## config.mk

```make
export PLATFORM = sky130hd
export DESIGN_NAME = tdl_ram
export DESIGN_NICKNAME = d
export VERILOG_FILES = /design/src/rtl/tdl_ram.sv
export SDC_FILE = /design/constraint.sdc
export NUM_CORES = 1
export LEC_CHECK = 0
export BUFFER_PORTS_ARGS = -buffer_cell sky130_fd_sc_hd__buf_2
export CAP_MARGIN = 25
export CORE_MARGIN = 1
export CORE_UTILIZATION = 65
export DETAILED_ROUTE_END_ITERATION = 7
export MAX_ROUTING_LAYER = met4
export PLACE_DENSITY_LB_ADDON = 0.25
export SETUP_SLACK_MARGIN = 0.4
export SYNTH_ARGS = -nofsm -noshare
export SYNTH_HDL_FRONTEND = slang
export SYNTH_SLANG_ARGS = --single-unit
```

## constraint.sdc

```tcl
create_clock -name clk -period 2.8 [get_ports clk]
set_input_delay 0.56 -clock clk [delete_from_list [all_inputs] [get_ports clk]]
set_output_delay 0.56 -clock clk [all_outputs]
set_load 0.01 [all_outputs]
```

## src/rtl/tdl_ram.sv

```systemverilog
// ----------------------------------------------------------------------------
// tdl_ram: generic synchronous RAM
// One write port and two read ports, read data registered.
// ----------------------------------------------------------------------------
`timescale 1ns / 1ps
`default_nettype none

module tdl_ram #(
    parameter int WIDTH = 8,
    parameter int DEPTH = 16,
    localparam int AW   = (DEPTH > 1) ? $clog2(DEPTH) : 1
) (
    input  wire logic             clk,
    input  wire logic             we,
    input  wire logic [AW-1:0]    waddr,
    input  wire logic [WIDTH-1:0] wdata,
    input  wire logic [AW-1:0]    raddr_a,
    input  wire logic [AW-1:0]    raddr_b,
    output logic      [WIDTH-1:0] rdata_a,
    output logic      [WIDTH-1:0] rdata_b
);

    logic [WIDTH-1:0] mem [DEPTH];

    // Reads return the contents from before a same-cycle write.
    always_ff @(posedge clk)
    begin
        if (we)
        begin
            mem[waddr] <= wdata;
        end
        rdata_a <= mem[raddr_a];
        rdata_b <= mem[raddr_b];
    end

endmodule

`default_nettype wire

```

==> impl_summary.md <==
Critical path
STA puts the critical path data required time at 3.20 ns. The depth of the most critical reg-to-reg path is 3. For the worst setup path, the data arrival time is 2.02 ns. The endpoint of the most critical register-to-register path is rdata_a[0]. The worst setup path is launched from a primary input.

The biggest fanout along the worst timing path is 19. The critical path is of the primary input to flop type. The endpoint class of the critical path is a flop. Setup slack on the worst reg-to-reg path comes out at 1.28 ns. The worst register-to-register path begins at mem[3][0].

Clocking
The number of buffers added by the clock tree synthesis step is 17. At the later pin of the worst-skew pair, clock insertion delay measures 0.53 ns. The clock sink total is 144. The clock passes through at most 2 buffers. The root buffer cell chosen for the clock tree is sky130_fd_sc_hd__clkbuf_8. After clock tree synthesis, the clock-pin slew on the worst setup and hold paths is 0.06 ns.

The number of buffers inserted to repair setup after CTS is 0. The number of buffers inserted by hold repair at cts is 0. TritonCTS built the clock tree. Post-CTS repair changed the size of 0 cells. The clock tree synthesis step divided the H-tree into 4 levels.

Timing
The final worst-path setup slack is 1.19 ns. The fmax is 619 MHz. Setup repair after global routing left no endpoint under its margin. The count of final setup violators is 0.

The worst setup skew after layout is 0.0110 ns. The final period utilization is 57.7%. The aggregate negative setup slack is 0 ns.

Counting I/O delays and the setup requirement, the final critical path takes 1.61 ns. The final number of max-transition violations came to 0. Measured against its own limit, the worst slew margin works out to 45.9%.

At the pin with the least slew margin, the transition time is 0.810 ns. The number of hold violations in the final report was 0.

Global routing
The number of antenna violations at the first check in global routing is 0. The all-layer global routing usage is 31.9%. The number of global-route vias before repair came to 3512. The pin count of the biggest net entering global routing is 33.

The total global routing overflow is 0. The first global-routing pass estimated 21.0 mm of wire.

Finish
The core utilization of the finished layout is 77.7%. The multi-input combinational cells in the finished layout cover a total of 2010 µm². After routing the design area is 7250 µm². In the final layout, the share of cells above drive strength 1 is 33.5%.

The library cell used most frequently in the layout, excluding fill and tap cells, is sky130_fd_sc_hd__edfxtp_1. The fill cell instance count of the final layout is 477. The number of antenna diodes in the final layout is 0. The library cells used most frequently in the layout, excluding fill and tap cells, are sky130_fd_sc_hd__edfxtp_1, sky130_fd_sc_hd__buf_2, sky130_fd_sc_hd__mux4_2, sky130_fd_sc_hd__a22oi_1, sky130_fd_sc_hd__mux4_1. The sequential cells in the finished layout cover a total of 4160 µm².

The final cell count without fillers is 505. The final layout contains 385 nets. Compared with the post-synthesis result, the final layout area differs by 14.2%.

Synth
The synthesis-stage register bit count is 144. In the synthesized netlist, the number of instances is 307. Sequential cells were found to cover 65.6% of the synthesized design area.

After synthesis, the mean cell area works out to 20.7 µm². The number of distinct standard cells referenced by the synthesized netlist is 20. In this run the cell area of the synthesized design comes to 6350 µm². During synthesis, Yosys emitted a total of 0 warnings. When the netlist entered floorplanning its net count stood at 329.

Floorplan
The die is 101 µm wide. The vertical die dimension is 101 µm. The total die area is 10200 µm².

The initialized floorplan defines 35 standard-cell rows. The standard cell core area is 9330 µm². The count of pins on the block boundary is 38.

The effective utilization at floorplan is 68.0%.

Detailed routing
The via-per-instance ratio is 6.97. The total DRC errors in the routed layout is 0. The total wirelength of the detailed-routed design is 14.0 mm. The pre-antenna-repair detailed-routing pass consisted of 6 iterations. The first routing iteration left 379 violations.

The total via count after detailed routing is 3521. The number of routed nets with antenna violations is 0. The per-cell routed wire length is 27.7 µm.

Pwr
In this run the power density over the cells is 668 nW/µm². The clock network accounts for 42.2% of the total power. The analysis attributes to cell leakage a power of 2.53 nW.

Summed over all nets, the switching power comes to 1.16 mW. IR analysis of the VDD net gives a maximum drop of 0.000534 V. The power share of the combinational group is 7.5%. In this run, flip-flops and latches consume 50.3% of the power.

The switching fraction of total power is 23.9%. Internal power comes to 3.69 mW.

Placed design
Counting tap cells, the placed design contains a total of 473 instances. The count of buffers from port buffering is 37. The HPWL after detailed placement is 9.07 mm. After detailed placement, the total cell area comes to 6710 µm². Before CTS, the worst setup slack after placement is 0.647 ns. The final RePlAce weighted congestion is 0.800.

Min path
The cell count of the worst hold path is 1. The end of the worst hold path is mem[0][7]. The startpoint identified for the worst hold timing path is wdata[7]. The worst min-delay path class is primary input to flop.

Status
The flow ran to the end, and the final reports show no timing, DRC or antenna violations.

Flow run
The tool flagged a number of max-cap violations equal to 0.
==> per-stage QoR <==
stage | hold slack [ns] | total power [mW]
detailed placement | 0.682 | 2.84
CTS | 0.403 | 4.86
floorplan | 0.647 | 2.70
global placement | 0.665 | 2.82
finish | 0.420 | 4.84
global route | 0.408 | 4.98
==> synth_stat cells, drive strengths merged <==
cell	n	area (µm²)
a22oi	32	240
nor2b	2	12.5
edfxtp	128	3840
nor3	4	20.0
nand2	17	63.8
nand2b	2	12.5
nor2	14	52.6
buf	14	113
nand3	1	5.00
and2b	2	15.0
mux4	64	1550
clkdlybuf4s25	6	60.1
or3b	1	8.76
dfxtp	16	320
and2	2	12.5
nand3b	2	15.0
==> final cells by class <==
cell class / instances / share of cell area, %
multi-input cells: 143 / 27.7
clock inverters: 15 / 1.71
flip-flops and latches: 144 / 57.5
repair buffers: 57 / 5.15
well taps: 129 / 2.23
clock buffers: 17 / 5.72
==> registers in the layout, indices dropped and copies added, names as in the netlist <==
signal and flops:
rdata_b 8, rdata_a 8, mem 128
==> per-layer routing <==
layer  global-route usage (%)  wire length, µm  part of all wire [%]  vias to the layer above
met3                     7.98             1440                    10                       32
met5                        -                0                     0                        -
met2                     47.0             6920                    49                      221
li1                         -                -                     -                     1458
met4                     11.7              327                   2.3                        0
met1                     44.0             5300                    38                     1810
==> power groups by stage <==
stage	clock network, mW	logic, mW	registers (mW)
global route	2.15	0.389	2.44
detailed placement	0	0.360	2.48
global placement	0	0.351	2.47
floorplan	0	0.217	2.48
CTS	2.06	0.365	2.43
finish	2.04	0.365	2.43
==> worst max-delay path by stage <==
stage / from / end / depth (start not counted)
2_1_floorplan: waddr[2] / mem[0][0] / 2
3_3_place_gp: raddr_a[0] / rdata_a[1] / 5
3_5_place_dp: raddr_a[0] / rdata_a[2] / 5
4_1_cts: rdata_b[7] / rdata_b[7] / 1
5_1_grt: raddr_a[0] / rdata_a[6] / 5
6_report: raddr_a[0] / rdata_a[2] / 5
==> worst max-delay path: stages <==
cell,delay [ns]
sky130_fd_sc_hd__buf_2,0.26
sky130_fd_sc_hd__buf_12,0.24
sky130_fd_sc_hd__mux4_1,0.57
sky130_fd_sc_hd__a22oi_1,0.28
sky130_fd_sc_hd__nand2_1,0.09
==> cell families after synthesis <==
| kind of cell | after synthesis | synth area share [%] |
|---|---|---|
| AND/OR/NAND/NOR | 47 | 3.43 |
| buffers and inverters | 20 | 2.72 |
| AO/OA/AOI/OAI | 32 | 3.79 |
| flip-flops | 144 | 65.6 |
| multiplexers | 64 | 24.4 |
Note: power is estimated with default switching activity, not from simulation.
